`src/hdl/spq_pkg.sv`:
```
// Shared types and codes for the sorted priority queue.
package spq_pkg;

  localparam int unsigned ValueW = 32;
  localparam int unsigned PrioW  = 8;
  localparam int unsigned OccW   = 5;

  typedef enum logic [0:0] {
    ACT_ENQ = 1'b0,
    ACT_DEQ = 1'b1
  } action_e;

  typedef enum logic [1:0] {
    ST_OK    = 2'd0,
    ST_EMPTY = 2'd1,
    ST_FULL  = 2'd2
  } status_e;

  typedef struct packed {
    logic signed [ValueW-1:0] value;
    logic        [PrioW-1:0]  prio;
  } entry_t;

  typedef struct packed {
    status_e                  status;
    logic signed [ValueW-1:0] value;
    logic        [PrioW-1:0]  prio;
    logic        [OccW-1:0]   occ;
  } result_t;

endpackage

```
`src/hdl/spq_req_if.sv`:
```
// Request channel: enqueue or dequeue operations with valid/ready.
interface spq_req_if;
  import spq_pkg::*;

  logic                     valid;
  logic                     ready;
  action_e                  action;
  logic signed [ValueW-1:0] item_value;
  logic        [PrioW-1:0]  item_priority;

  modport source (output valid, output action, output item_value, output item_priority,
                  input ready);
  modport sink   (input valid, input action, input item_value, input item_priority,
                  output ready);
endinterface

```
`src/hdl/spq_rsp_if.sv`:
```
// Response channel: one status word per operation with valid/ready.
interface spq_rsp_if;
  import spq_pkg::*;

  logic                     valid;
  logic                     ready;
  status_e                  status;
  logic signed [ValueW-1:0] out_value;
  logic        [PrioW-1:0]  out_priority;
  logic        [OccW-1:0]   occupancy;

  modport source (output valid, output status, output out_value, output out_priority,
                  output occupancy, input ready);
  modport sink   (input valid, input status, input out_value, input out_priority,
                  input occupancy, output ready);
endinterface

```
`src/hdl/sorted_priority_queue_core.sv`:
```
// Sorted priority queue: entries held in order in one synchronous RAM used as a ring.
//
// req_i carries operations: enqueue (value, priority) or dequeue the head.
// rsp_o returns one transfer per operation: status, dequeued value and
// priority (zero unless a dequeue succeeded) and occupancy after the operation.
// Entries are kept sorted by priority, highest first, equal priorities in
// arrival order. The RAM has one read and one write port and a registered read.
// Operations are handled one at a time. Full enqueue, empty dequeue and
// enqueue into an empty queue finish in S_IDLE; a dequeue reads the head and
// finishes in S_DEQ. An enqueue into a queue of N entries walks back from the
// tail in S_INS, moving each entry of lower priority one slot toward the tail
// (one RAM read and one RAM write per cycle), and ends in S_INS or, after
// passing the head, in S_HEAD. Each result goes through the holding register
// and then the output register to rsp_o.
// A finished result parks in a holding register while the output register
// waits on a stalled receiver, so one further result can be computed;
// req_i.ready drops while the holding register is occupied.
// Reset empties the queue at once; RAM contents need no clearing since only
// occupied slots are ever read.
module sorted_priority_queue_core #(
  parameter int unsigned DEPTH = 16
) (
  input  logic       clk_i,
  input  logic       rst_ni,
  spq_req_if.sink    req_i,
  spq_rsp_if.source  rsp_o
);
  import spq_pkg::*;

  localparam int unsigned AW = (DEPTH > 1) ? $clog2(DEPTH) : 1;
  localparam int unsigned CW = $clog2(DEPTH + 1);

  typedef enum logic [1:0] {
    S_IDLE,
    S_INS,
    S_HEAD,
    S_DEQ
  } state_e;

  state_e         state_q, state_d;
  logic [AW-1:0]  base_q, base_d;
  logic [CW-1:0]  count_q, count_d;
  logic [AW-1:0]  idx_q, idx_d;
  entry_t         new_q, new_d;
  result_t        res_q, res_d;
  logic           res_valid_q, res_valid_d;
  result_t        out_q, out_d;
  logic           out_valid_q, out_valid_d;

  entry_t         mem_q [DEPTH];
  entry_t         rd_q;
  logic           rd_en;
  logic [AW-1:0]  rd_addr;
  logic           wr_en;
  logic [AW-1:0]  wr_addr;
  entry_t         wr_data;

  logic           req_xfer;
  logic           out_free;
  logic           fin;
  result_t        fin_res;

  // Logical slot to physical RAM address in the ring.
  function automatic logic [AW-1:0] phys(input logic [AW-1:0] off);
    logic [AW:0] sum;
    sum = {1'b0, base_q} + {1'b0, off};
    if (sum >= (AW+1)'(DEPTH)) begin
      sum = sum - (AW+1)'(DEPTH);
    end
    return sum[AW-1:0];
  endfunction

  assign req_i.ready = (state_q == S_IDLE) && !res_valid_q;
  assign req_xfer    = req_i.valid && req_i.ready;
  assign out_free    = !out_valid_q || rsp_o.ready;

  assign rsp_o.valid        = out_valid_q;
  assign rsp_o.status       = out_q.status;
  assign rsp_o.out_value    = out_q.value;
  assign rsp_o.out_priority = out_q.prio;
  assign rsp_o.occupancy    = out_q.occ;

  always_comb begin
    state_d = state_q;
    base_d  = base_q;
    count_d = count_q;
    idx_d   = idx_q;
    new_d   = new_q;
    rd_en   = 1'b0;
    rd_addr = '0;
    wr_en   = 1'b0;
    wr_addr = '0;
    wr_data = new_q;
    fin     = 1'b0;
    fin_res = '0;

    unique case (state_q)
      S_IDLE: begin
        if (req_xfer) begin
          new_d = '{value: req_i.item_value, prio: req_i.item_priority};
          if (req_i.action == ACT_ENQ) begin
            if (count_q == CW'(DEPTH)) begin
              fin            = 1'b1;
              fin_res.status = ST_FULL;
            end else if (count_q == '0) begin
              wr_en          = 1'b1;
              wr_addr        = phys('0);
              wr_data        = '{value: req_i.item_value, prio: req_i.item_priority};
              count_d        = count_q + CW'(1);
              fin            = 1'b1;
              fin_res.status = ST_OK;
            end else begin
              // walk back from the tail
              idx_d   = AW'(count_q - CW'(1));
              rd_en   = 1'b1;
              rd_addr = phys(AW'(count_q - CW'(1)));
              state_d = S_INS;
            end
          end else begin
            if (count_q == '0) begin
              fin            = 1'b1;
              fin_res.status = ST_EMPTY;
            end else begin
              rd_en   = 1'b1;
              rd_addr = base_q;
              state_d = S_DEQ;
            end
          end
        end
      end
      S_INS: begin
        // Write goes to idx+1 while the read targets idx-1: never the same slot.
        wr_en   = 1'b1;
        wr_addr = phys(idx_q + AW'(1));
        if (rd_q.prio >= new_q.prio) begin
          wr_data        = new_q;
          count_d        = count_q + CW'(1);
          fin            = 1'b1;
          fin_res.status = ST_OK;
          state_d        = S_IDLE;
        end else begin
          wr_data = rd_q;
          if (idx_q == '0) begin
            state_d = S_HEAD;
          end else begin
            idx_d   = idx_q - AW'(1);
            rd_en   = 1'b1;
            rd_addr = phys(idx_q - AW'(1));
          end
        end
      end
      S_HEAD: begin
        wr_en          = 1'b1;
        wr_addr        = phys('0);
        wr_data        = new_q;
        count_d        = count_q + CW'(1);
        fin            = 1'b1;
        fin_res.status = ST_OK;
        state_d        = S_IDLE;
      end
      S_DEQ: begin
        base_d         = phys(AW'(1));
        count_d        = count_q - CW'(1);
        fin            = 1'b1;
        fin_res.status = ST_OK;
        fin_res.value  = rd_q.value;
        fin_res.prio   = rd_q.prio;
        state_d        = S_IDLE;
      end
      default: state_d = S_IDLE;
    endcase

    fin_res.occ = OccW'(count_d);
  end

  // Holding register feeds the output register.
  always_comb begin
    res_d       = res_q;
    res_valid_d = res_valid_q;
    out_d       = out_q;
    out_valid_d = out_valid_q;
    if (res_valid_q && out_free) begin
      out_d       = res_q;
      out_valid_d = 1'b1;
      res_valid_d = 1'b0;
    end else if (out_valid_q && rsp_o.ready) begin
      out_valid_d = 1'b0;
    end
    if (fin) begin
      res_d       = fin_res;
      res_valid_d = 1'b1;
    end
  end

  always_ff @(posedge clk_i or negedge rst_ni) begin
    if (!rst_ni) begin
      state_q     <= S_IDLE;
      base_q      <= '0;
      count_q     <= '0;
      res_valid_q <= 1'b0;
      out_valid_q <= 1'b0;
    end else begin
      state_q     <= state_d;
      base_q      <= base_d;
      count_q     <= count_d;
      res_valid_q <= res_valid_d;
      out_valid_q <= out_valid_d;
    end
  end

  always_ff @(posedge clk_i) begin
    idx_q <= idx_d;
    new_q <= new_d;
    res_q <= res_d;
    out_q <= out_d;
  end

  always_ff @(posedge clk_i) begin
    if (wr_en) begin
      mem_q[wr_addr] <= wr_data;
    end
    if (rd_en) begin
      rd_q <= mem_q[rd_addr];
    end
  end

  a_count_bound: assert property (@(posedge clk_i) disable iff (!rst_ni)
    count_q <= CW'(DEPTH))
    else $error("occupancy above capacity");

  a_ins_in_range: assert property (@(posedge clk_i) disable iff (!rst_ni)
    (state_q == S_INS) |-> ({1'b0, idx_q} < (AW+1)'(count_q)))
    else $error("insertion walk outside occupied slots");

  a_full_keeps_count: assert property (@(posedge clk_i) disable iff (!rst_ni)
    (req_xfer && req_i.action == ACT_ENQ && count_q == CW'(DEPTH)) |=> $stable(count_q))
    else $error("dropped enqueue changed occupancy");

  a_park_holds: assert property (@(posedge clk_i) disable iff (!rst_ni)
    (res_valid_q && out_valid_q && !rsp_o.ready) |=> (res_valid_q && $stable(res_q)))
    else $error("parked result lost while output stalled");

  a_one_in_flight: assert property (@(posedge clk_i) disable iff (!rst_ni)
    (state_q != S_IDLE) |-> !res_valid_q)
    else $error("operation in progress with a parked result");

endmodule
```
`src/flat_wrapper.sv`:
```
// flat-port wrapper written by rule: the top's interface ports become plain ports
module sorted_priority_queue_core_flat import spq_pkg::*;
#(
  parameter int unsigned DEPTH = 16
)
  (clk_i, rst_ni, req_i_valid, req_i_action, req_i_item_value, req_i_item_priority, req_i_ready, rsp_o_valid, rsp_o_status, rsp_o_out_value, rsp_o_out_priority, rsp_o_occupancy, rsp_o_ready);
  spq_req_if req_i_i ();
  spq_rsp_if rsp_o_i ();
  input  logic clk_i;
  input  logic rst_ni;
  input wire logic [$bits(req_i_i.valid)-1:0] req_i_valid;
  input wire logic [$bits(req_i_i.action)-1:0] req_i_action;
  input wire logic [$bits(req_i_i.item_value)-1:0] req_i_item_value;
  input wire logic [$bits(req_i_i.item_priority)-1:0] req_i_item_priority;
  output wire logic [$bits(req_i_i.ready)-1:0] req_i_ready;
  output wire logic [$bits(rsp_o_i.valid)-1:0] rsp_o_valid;
  output wire logic [$bits(rsp_o_i.status)-1:0] rsp_o_status;
  output wire logic [$bits(rsp_o_i.out_value)-1:0] rsp_o_out_value;
  output wire logic [$bits(rsp_o_i.out_priority)-1:0] rsp_o_out_priority;
  output wire logic [$bits(rsp_o_i.occupancy)-1:0] rsp_o_occupancy;
  input wire logic [$bits(rsp_o_i.ready)-1:0] rsp_o_ready;
  assign req_i_i.valid = req_i_valid;
  assign req_i_i.action = req_i_action;
  assign req_i_i.item_value = req_i_item_value;
  assign req_i_i.item_priority = req_i_item_priority;
  assign req_i_ready = req_i_i.ready;
  assign rsp_o_valid = rsp_o_i.valid;
  assign rsp_o_status = rsp_o_i.status;
  assign rsp_o_out_value = rsp_o_i.out_value;
  assign rsp_o_out_priority = rsp_o_i.out_priority;
  assign rsp_o_occupancy = rsp_o_i.occupancy;
  assign rsp_o_i.ready = rsp_o_ready;
  sorted_priority_queue_core #(.DEPTH(DEPTH)) u_core (.clk_i(clk_i), .rst_ni(rst_ni), .req_i(req_i_i), .rsp_o(rsp_o_i));
endmodule
```
`config.mk`:
```
export PLATFORM = sky130hd
export DESIGN_NAME = sorted_priority_queue_core_flat
export DESIGN_NICKNAME = d
export VERILOG_FILES = /design/src/hdl/spq_pkg.sv /design/src/hdl/spq_req_if.sv /design/src/hdl/spq_rsp_if.sv /design/src/hdl/sorted_priority_queue_core.sv /design/src/flat_wrapper.sv
export SDC_FILE = /design/constraint.sdc
export NUM_CORES = 1
export LEC_CHECK = 0
export BUFFER_PORTS_ARGS = -buffer_cell sky130_fd_sc_hd__buf_2
export CAP_MARGIN = 20
export CORE_MARGIN = 1
export CORE_UTILIZATION = 35
export DETAILED_ROUTE_END_ITERATION = 8
export PLACE_DENSITY_LB_ADDON = 0.1
export SLEW_MARGIN = 20
export SYNTH_ARGS = -nofsm -noshare
export SYNTH_HDL_FRONTEND = slang
export SYNTH_SLANG_ARGS = --single-unit
```
`constraint.sdc`:
```
create_clock -name clk_i -period 17.1 [get_ports clk_i]
set_clock_uncertainty 0.2 [all_clocks]
set_input_delay 3.42 -clock clk_i [delete_from_list [all_inputs] [get_ports clk_i]]
set_output_delay 3.42 -clock clk_i [all_outputs]
set_load 0.005 [all_outputs]
```
==> results of run 1 <==
how the worst max path moves through the flow:
stage                      from  depth (start not counted)                 end  slack, ns
floorplan           req_i_valid                          9  u_core.mem_q[1][0]       9.17
global placement    req_i_valid                         12     u_core.rd_q[31]       9.29
detailed placement  req_i_valid                         12     u_core.rd_q[31]       9.24
CTS                 req_i_valid                         12     u_core.rd_q[30]       9.88
global route        req_i_valid                         12     u_core.rd_q[30]       9.62
finish              req_i_valid                         12     u_core.rd_q[31]       9.92
state kept, by name (all words and copies together), names as in the netlist, 5 cells and up:
register                   cells
u_core.rsp_o.out_priority      8
u_core.rsp_o.occupancy         5
u_core.res_q                  47
u_core.mem_q                 640
u_core.rsp_o.out_value        32
u_core.rd_q                   40
u_core.count_q                 5
u_core.new_q                  40
layer usage:
layer,vias up,part of all wire
met5,-,0
met4,0,0.014
met3,87,0.054
met2,542,0.46
met1,9611,0.47
li1,8327,-
power by group through the flow:
stage	Sequential [mW]	Clock [mW]	Combinational, mW
floorplan	3.14	0	1.43
CTS	3.15	1.89	2.23
detailed placement	3.19	0	2.22
global route	3.18	1.97	2.42
finish	3.15	1.84	2.19
global placement	3.18	0	2.18
logic make-up (layout without fill, tap and decap cells):
family | after synthesis | after routing
xor gates and xnor gates | 15 | 15
AOI/OAI and AO/OA | 504 | 504
and+or+nand+nor | 389 | 389
buffers and inverters | 201 | 353
DFF | 831 | 831
muxes | 120 | 120
adders and majority gates | 29 | 29
synthesized netlist by cell type, types with 10 or more instances:
master / number
nor3_1: 10
dfrtp_1: 13
and2_1: 41
a222oi_1: 40
buf_2: 56
buf_4: 11
nand2_1: 227
edfxtp_1: 818
nor2_1: 32
inv_1: 64
clkbuf_1: 60
a21oi_1: 217
a221oi_1: 79
or3_1: 42
o22ai_1: 41
mux2i_1: 119
ha_1: 26
a22o_1: 78
cell type report:
class | instances | area, um^2 | share of cell area
flip-flops and latches | 831 | 24900 | 0.665
multi-input cells | 1057 | 7190 | 0.192
clock buffers | 116 | 2450 | 0.0656
well taps | 1243 | 1560 | 0.0416
repair buffers | 127 | 746 | 0.0199
clock inverters | 46 | 322 | 0.00860
inverters | 64 | 240 | 0.00642
worst max-delay path: stages:
cell and delay, ns:
buf_2 0.07, nand2_1 0.24, inv_2 0.13, buf_4 0.77, o21ai_2 0.20, o21ai_4 0.13, buf_12 0.56, buf_4 0.86
mux2i_1 0.29, a22o_1 0.16, o22ai_1 0.07, or3_1 0.34
==> impl_metrics.toml, run 1 <==
[synth]
yosysUniqueCellTypes = 63
yosys.area_share.simple = 0.0543
synth-edff-count = 818
synth_compound_area_frac = 0.107
ys_seq_area_frac = 0.759
ys.flop_type = "edfxtp_1"
synth-xor-area-share = 0.00401
synth_fp_nets = 2163
synth_top_area_share = 0.749
syn_inst = 2089
yosys_warnings = 0
synth_fa_ha_area_frac = 0.0118
synth-async-reset-ratio = 0.0156
netlist_area_um2 = 32800
synth_top_family_by_area = "compound AO/OA/AOI/OAI gates"
ys_ff_latch = 831
yosysTopAreaCell = "edfxtp_1"
synth_area_leaders = "edfxtp_1 75%, mux2i_1 3.6%, a21oi_1 3.3%"
synthMuxAreaShare = 0.0367
synth.avg_cell_area_um2 = 15.7

[grt]
grt_pass1_vias = 18600
grt.total_usage = 0.185
met2_usage = 0.290
grt_remaining_overflow = 0
globalRouteMet3Util = 0.0260
grt_pass1_wl_um = 128000
grt_max_degree = 207
grt_use_met1 = 0.271
top_usage_layer = "met2"
antenna_found_initial = 3

[finish]
stdcell_count = 3484
antennaDiodeCount = 0
final_common_cell = "edfxtp_1"
stdcell_area_um2 = 37400
drive_above_1_share = 0.127
fin_util = 0.406
area_growth_syn_to_layout_pct = 14.1
mostFrequentLayoutCells = "818 x edfxtp_1, 226 x nand2_1, 217 x a21oi_1, 119 x mux2i_1, 94 x clkbuf_16"
fillers = 8510
final_nets = 2247

[hold_path]
hp-start = "u_core.res_q[1]"
hold_depth = 0
hold_class = "flip-flop to flip-flop"
min_to = "u_core.rsp_o.occupancy[1]"

[pwr]
p_leak_nw = 12.2
swShare = 0.343
p_sw_mw = 2.46
p_comb_frac = 0.305
cellPowerDensity_nw_per_um2 = 192
power_mw = 7.18
power.share.sequential = 0.438
p_int_mw = 4.72
clkPwrFrac = 0.256
peakVddDrop_mv = 0.106

[clock_network]
cts_hold_buf = 0
postCtsSetupRepairBufs = 0
cts_sinks = 831
clk_path_buf_depth = 3
clkLatencyLatePin_ns = 0.64
numCtsBuffers = 92
clk_pin_slew_ns = 0.06
post_cts_resized = 0
cts.htree.levels = 3
root_buffer = "clkbuf_16"
cts_tree = "done"

[sta]
slew_viol_final = 0
fmax_mhz = 139
hold_slack_ns = 0.218
finalCritPeriodShare = 0.420
setup_viol = 0
worstMarginPinSlew_ns = 1.12
setup_ws_ns = 9.92
hold_viol = 0
slew_headroom = 0.252
fin_setup_tns_ns = 0
period_needed_ns = 7.18
rsz0062_at_grt = "no"

[setup_path]
reg2reg_slack_ns = 11.39
endpoint_kind = "flip-flop"
crit_required_ns = 17.27
r2r_cells = 14
r2r_start = "u_core.state_q[1]"
start_kind = "input port"
path_class = "input port to flip-flop"
timing.rr.end = "u_core.rd_q[31]"
cp.arrival_ns = 7.34
worst-path-max-fanout = 137

[detailed_routing]
avgRoutedWirePerCell_um = 25.2
vias = 18600
antenna_left = 0
remaining_drc_errors = 0
finalWirelength_um = 87900
drtPass1Iterations = 6
dr.first_iter.drc_count = 1896
post_drt_via_cell_ratio = 5.33

[floorplanning]
io_pins = 94
rows = 111
die_y_um = 308
core_um2 = 92200
die-area_um2 = 94900
initial_core_util = 0.356
fp.dieW_um = 308

[placed_design]
portBuffers = 93
dp_hpwl_um = 42800
finalWeightedCongestion = 0.771
place_ws_ns = 9.24
placed_area_um2 = 34600
place_inst = 3322

[job]
maxCapViolations = 0

[run_status]
outcome = "completed"
No activity file was read; power rests on OpenSTA's default activity.
==> run 2: changes to the inputs <==
clock period = 6.53 ns   (was 17.1 ns; I/O delays follow)
==> run 2 against run 1 <==
Compared with the run above:
- sequential cell count unchanged
- total power rose to 2.7 times the previous value
- via count up 0.34%
- hold slack got worse by 0.00067 ns
- register-to-register slack got worse by 10 ns
- die area did not move
- cell area up 1.5%
- global-route usage up 0.26 points
- routed wire length increased by 0.25%
- combinational power rose to 2.7 times the previous value
- critical path depth up 2
- critical path type is now flip-flop to flip-flop
- largest cell class unchanged
- highest routed layer unchanged
==> impl_metrics.toml, run 2 (synthesis results as in run 1) <==
[grt]
top_usage_layer = "met2"
grt_pass1_wl_um = 130000
grt_max_degree = 197
grt_use_met1 = 0.272
grt.total_usage = 0.187
met2_usage = 0.294
antenna_found_initial = 2
grt_remaining_overflow = 0
globalRouteMet3Util = 0.0270
grt_pass1_vias = 19000

[finish]
antennaDiodeCount = 0
register_area_um2 = 24900
mostFrequentLayoutCells = "818 x edfxtp_1, 226 x nand2_1, 217 x a21oi_1, 119 x mux2i_1"
multi_input_area_um2 = 7190
largest-register = "u_core.mem_q"
area_growth_syn_to_layout_pct = 15.8
top_regs = "u_core.mem_q: 640 flops, u_core.res_q: 47 flops"
final_common_cell = "edfxtp_1"
largest_reg_flops = 640
drive_above_1_share = 0.142
fillers = 8418
final_nets = 2261

[floorplanning]
die-area_um2 = 94900
rows = 111
core_um2 = 92200
initial_core_util = 0.356
io_pins = 94
die_y_um = 308
fp.dieW_um = 308

[clock_network]
post_cts_resized = 0
clkLatencyLatePin_ns = 0.66
clk_pin_slew_ns = 0.06
cts_sinks = 831
cts_hold_buf = 0
clk_path_buf_depth = 3
numCtsBuffers = 91
root_buffer = "clkbuf_16"
postCtsSetupRepairBufs = 0
cts_tree = "done"
cts.htree.levels = 3

[detailed_routing]
post_drt_via_cell_ratio = 5.32
dr.first_iter.drc_count = 1682
vias = 18600
drtPass1Iterations = 5
avgRoutedWirePerCell_um = 25.2
remaining_drc_errors = 0
finalWirelength_um = 88100
antenna_left = 0

[sta]
fin_setup_tns_ns = 0
setup_viol = 0
slew_viol_final = 0
finalCritPeriodShare = 0.817
worstMarginPinSlew_ns = 1.15
hold_viol = 0
slew_headroom = 0.236
period_needed_ns = 5.33
fmax_mhz = 187
rsz0062_at_grt = "no"

[placed_design]
finalWeightedCongestion = 0.779
portBuffers = 93
dp_hpwl_um = 47500

[setup_path]
cp.arrival_ns = 5.43
crit_required_ns = 6.63
reg2reg_slack_ns = 1.20
endpoint_kind = "flip-flop"
start_kind = "flip-flop"
worst-path-max-fanout = 33
path_class = "flip-flop to flip-flop"

[pwr]
peakVddDrop_mv = 0.285
cellPowerDensity_nw_per_um2 = 515
power_mw = 19.5
p_leak_nw = 12.5

[run_status]
outcome = "completed"

[job]
maxCapViolations = 0

[hold_path]
hold_class = "flip-flop to flip-flop"
## run 2: worst paths after layout
| kind | from | to | depth (start not counted) |
|---|---|---|---|
| max in group asynchronous | rst_ni | u_core.base_q[1] | 1 |
| setup / recovery | u_core.state_q[1] | u_core.mem_q[12][0] | 14 |
| hold reg to reg | u_core.res_q[36] | u_core.rsp_o.out_value[23] | 0 |
| min in group asynchronous | rst_ni | u_core.res_valid_q | 1 |
| setup reg to reg | u_core.state_q[1] | u_core.mem_q[12][0] | 14 |
| hold / removal | u_core.res_q[36] | u_core.rsp_o.out_value[23] | 0 |
## run 2: area by class of cell
type / instances / area share
Timing Repair Buffer: 142 / 0.0259
Clock inverter: 56 / 0.0189
Multi-Input combinational cell: 1057 / 0.189
Tap cell: 1243 / 0.0410
Sequential cell: 831 / 0.656
Inverter: 64 / 0.00633
Clock buffer: 108 / 0.0628
## run 2: worst max-delay path, cell delays in order, from the launching register on
cell and delay, ns:
dfrtp_1 0.42, inv_1 0.10, ha_1 0.55, nor2b_1 0.24
nand2_1 0.29, inv_2 0.67, nand2_1 0.22, nor3_2 0.20
buf_4 0.39, nand2b_1 0.18, nand3b_1 0.08, buf_4 0.34
buf_4 0.30, a222oi_1 0.42, inv_1 0.37
## run 2: routing by layer
layer / routed length, um / part of all wire / up-vias
met5: 0 / 0 / -
met4: 1680 / 0.019 / 0
met3: 4160 / 0.047 / 111
met2: 40400 / 0.46 / 484
met1: 41900 / 0.48 / 9670
li1: - / - / 8366
## run 2: where the power goes
group	leakage (nW)	internal [mW]	switching, mW
Combinational	3.29	1.75	4.22
Clock	1.51	3.18	2.14
Sequential	7.66	7.91	0.344
## run 2: stage by stage
step / worst slack (ns) / utilization / hold slack (ns) / area [um^2] / std cells
3_5_place_dp: 1.19 / 0.378 / 0.205 / 34900 / 3337
6_report: 1.20 / 0.412 / 0.217 / 38000 / 3501
4_1_cts: 1.15 / 0.412 / 0.218 / 38000 / 3501
2_1_floorplan: 0.713 / - / 0.200 / 32800 / 2089
3_3_place_gp: 1.18 / 0.378 / 0.202 / 34900 / 3337
5_1_grt: 0.828 / 0.412 / 0.227 / 38000 / 3501
==> run 3: changes to the inputs <==
clock period = 4.7 ns   (was 6.53 ns; I/O delays follow)
==> run 3 against run 2 <==
Compared with the run above:
- cell area grew 1.4%
- routed wire length rose by 3.8%
- die area is the same
- first-iteration DRC count shrank 0.12%
- register-to-register slack got worse by 0.50 ns
- fmax increased by 33%
- hold slack lost 0.0054 ns
- clock power grew 36%
==> impl_metrics.toml, run 3 (synthesis results as in run 1) <==
[run_status]
outcome = "completed"

[clock_network]
numCtsBuffers = 93
clkLatencyLatePin_ns = 0.66
cts_tree = "done"
postCtsSetupRepairBufs = 0
clk_pin_slew_ns = 0.06
root_buffer = "clkbuf_16"
cts.htree.levels = 3
clk_path_buf_depth = 3
cts_sinks = 831

[grt]
grt_remaining_overflow = 0
antenna_found_initial = 4
grt.total_usage = 0.193
grt_pass1_wl_um = 133000
grt_max_degree = 99
grt_pass1_vias = 19000

[sta]
rsz0062_at_grt = "no"
setup_viol = 0
setup_ws_ns = 0.699
finalCritPeriodShare = 0.851
fin_setup_tns_ns = 0
period_needed_ns = 4.00
slew_viol_final = 0
hold_viol = 0
slew_headroom = 0.319
fmax_mhz = 250
worstMarginPinSlew_ns = 1.02

[finish]
fin_util = 0.417
drive_above_1_share = 0.151
mostFrequentLayoutCells = "818 x edfxtp_1, 226 x nand2_1, 217 x a21oi_1, 119 x mux2i_1, 94 x clkbuf_16"
final_nets = 2301
top_regs = "u_core.mem_q: 640 flops, u_core.res_q: 47 flops"
area_growth_syn_to_layout_pct = 17.4
largest_reg_flops = 640
final_common_cell = "edfxtp_1"
fillers = 8325
largest-register = "u_core.mem_q"

[detailed_routing]
avgRoutedWirePerCell_um = 25.8
dr.first_iter.drc_count = 1680
post_drt_via_cell_ratio = 5.31
finalWirelength_um = 91400
antenna_left = 0
vias = 18800
drtPass1Iterations = 9
remaining_drc_errors = 0

[floorplanning]
initial_core_util = 0.356
die_y_um = 308
rows = 111
core_um2 = 92200
die-area_um2 = 94900
io_pins = 94
fp.dieW_um = 308

[setup_path]
cp.arrival_ns = 4.19
path_common_cell = "ha_1"
path_class = "flip-flop to flip-flop"
start_kind = "flip-flop"
r2r_cells = 13
crit_path_max_incr_delay_ns = 0.58
endpoint_kind = "flip-flop"
cpMaxStageDelayCell = "a31oi_4"
worst-path-max-fanout = 13
crit_chain = "inv_1 -> ha_1 -> xor2_1 -> ha_1 -> a21oi_1 -> a211oi_1 -> nor3_1 -> o221ai_2 -> nand2b_1 -> a31oi_4 -> buf_12 -> a221oi_1 -> or3_1"
crit_required_ns = 4.89

[hold_path]
hold_class = "flip-flop to flip-flop"
hold_depth = 0

[pwr]
cellPowerDensity_nw_per_um2 = 710
clkPwrFrac = 0.264
swShare = 0.342
peakVddDrop_mv = 0.579
p_comb_frac = 0.317
power_mw = 27.3
p_sw_mw = 9.36
p_leak_nw = 12.7
power.share.sequential = 0.419
p_int_mw = 18.0

[job]
maxCapViolations = 0

[placed_design]
portBuffers = 93
finalWeightedCongestion = 0.781
dp_hpwl_um = 49400
place_ws_ns = 0.762
[run 3: critical path, delay by kind of cell, from the launching register on]
| family | cells | cell delay, ns |
|---|---|---|
| AO/OA/AOI/OAI | 5 | 1.29 |
| XOR/XNOR | 1 | 0.16 |
| adder cells (fa/ha/maj) | 2 | 0.60 |
| buffers and inverters | 2 | 0.38 |
| flip-flops | 1 | 0.46 |
| AND/OR/NAND/NOR | 3 | 0.62 |
[run 3: metal layers]
metal / up-vias / GRT usage / wire length (um)
li1: 8454 / - / -
met5: - / 0 / 0
met4: 0 / 0.0547 / 1790
met3: 117 / 0.0264 / 4650
met2: 498 / 0.311 / 43200
met1: 9746 / 0.273 / 41700
[run 3: per-stage QoR]
stage	std cells	cell area, um^2	hold slack (ns)
2_1_floorplan	2089	32800	0.200
3_3_place_gp	3374	35500	0.202
3_5_place_dp	3374	35500	0.205
4_1_cts	3545	38500	0.211
5_1_grt	3545	38500	0.218
6_report	3546	38500	0.212
[run 3: final timing paths]
path,from,end,slack [ns]
min in group asynchronous,rst_ni,u_core.base_q[3],0.52
max in group asynchronous,rst_ni,u_core.count_q[4],3.49
min reg2reg,u_core.res_q[32],u_core.rsp_o.out_value[19],0.21
max reg2reg,u_core.count_q[0],u_core.rd_q[11],0.70
max,u_core.count_q[0],u_core.rd_q[11],0.70
min,u_core.res_q[32],u_core.rsp_o.out_value[19],0.21
[run 3: timing repair]
item	4_1_cts	5_1_grt
hold buffers	1	0
resized for setup	0	0
hold endpoints to repair	13	0
[run 3: layout make-up]
type,count,area (um^2),area share
multi-input cells,1057,7190,0.187
flip-flops and latches,831,24900,0.647
well taps,1243,1560,0.0404
inverters,64,240,0.00624
clock inverters,54,591,0.0153
clock buffers,116,2430,0.0632
repair buffers,180,1600,0.0415
diodes,1,2.50,0.0000650
[run 3: power by group through the flow]
stage / clock [mW] / sequential, mW / combinational, mW
global route: 7.66 / 11.6 / 9.46
floorplan: 0 / 11.4 / 5.23
finish: 7.22 / 11.4 / 8.66
CTS: 7.38 / 11.5 / 8.80
detailed placement: 0 / 11.6 / 8.78
global placement: 0 / 11.6 / 8.68
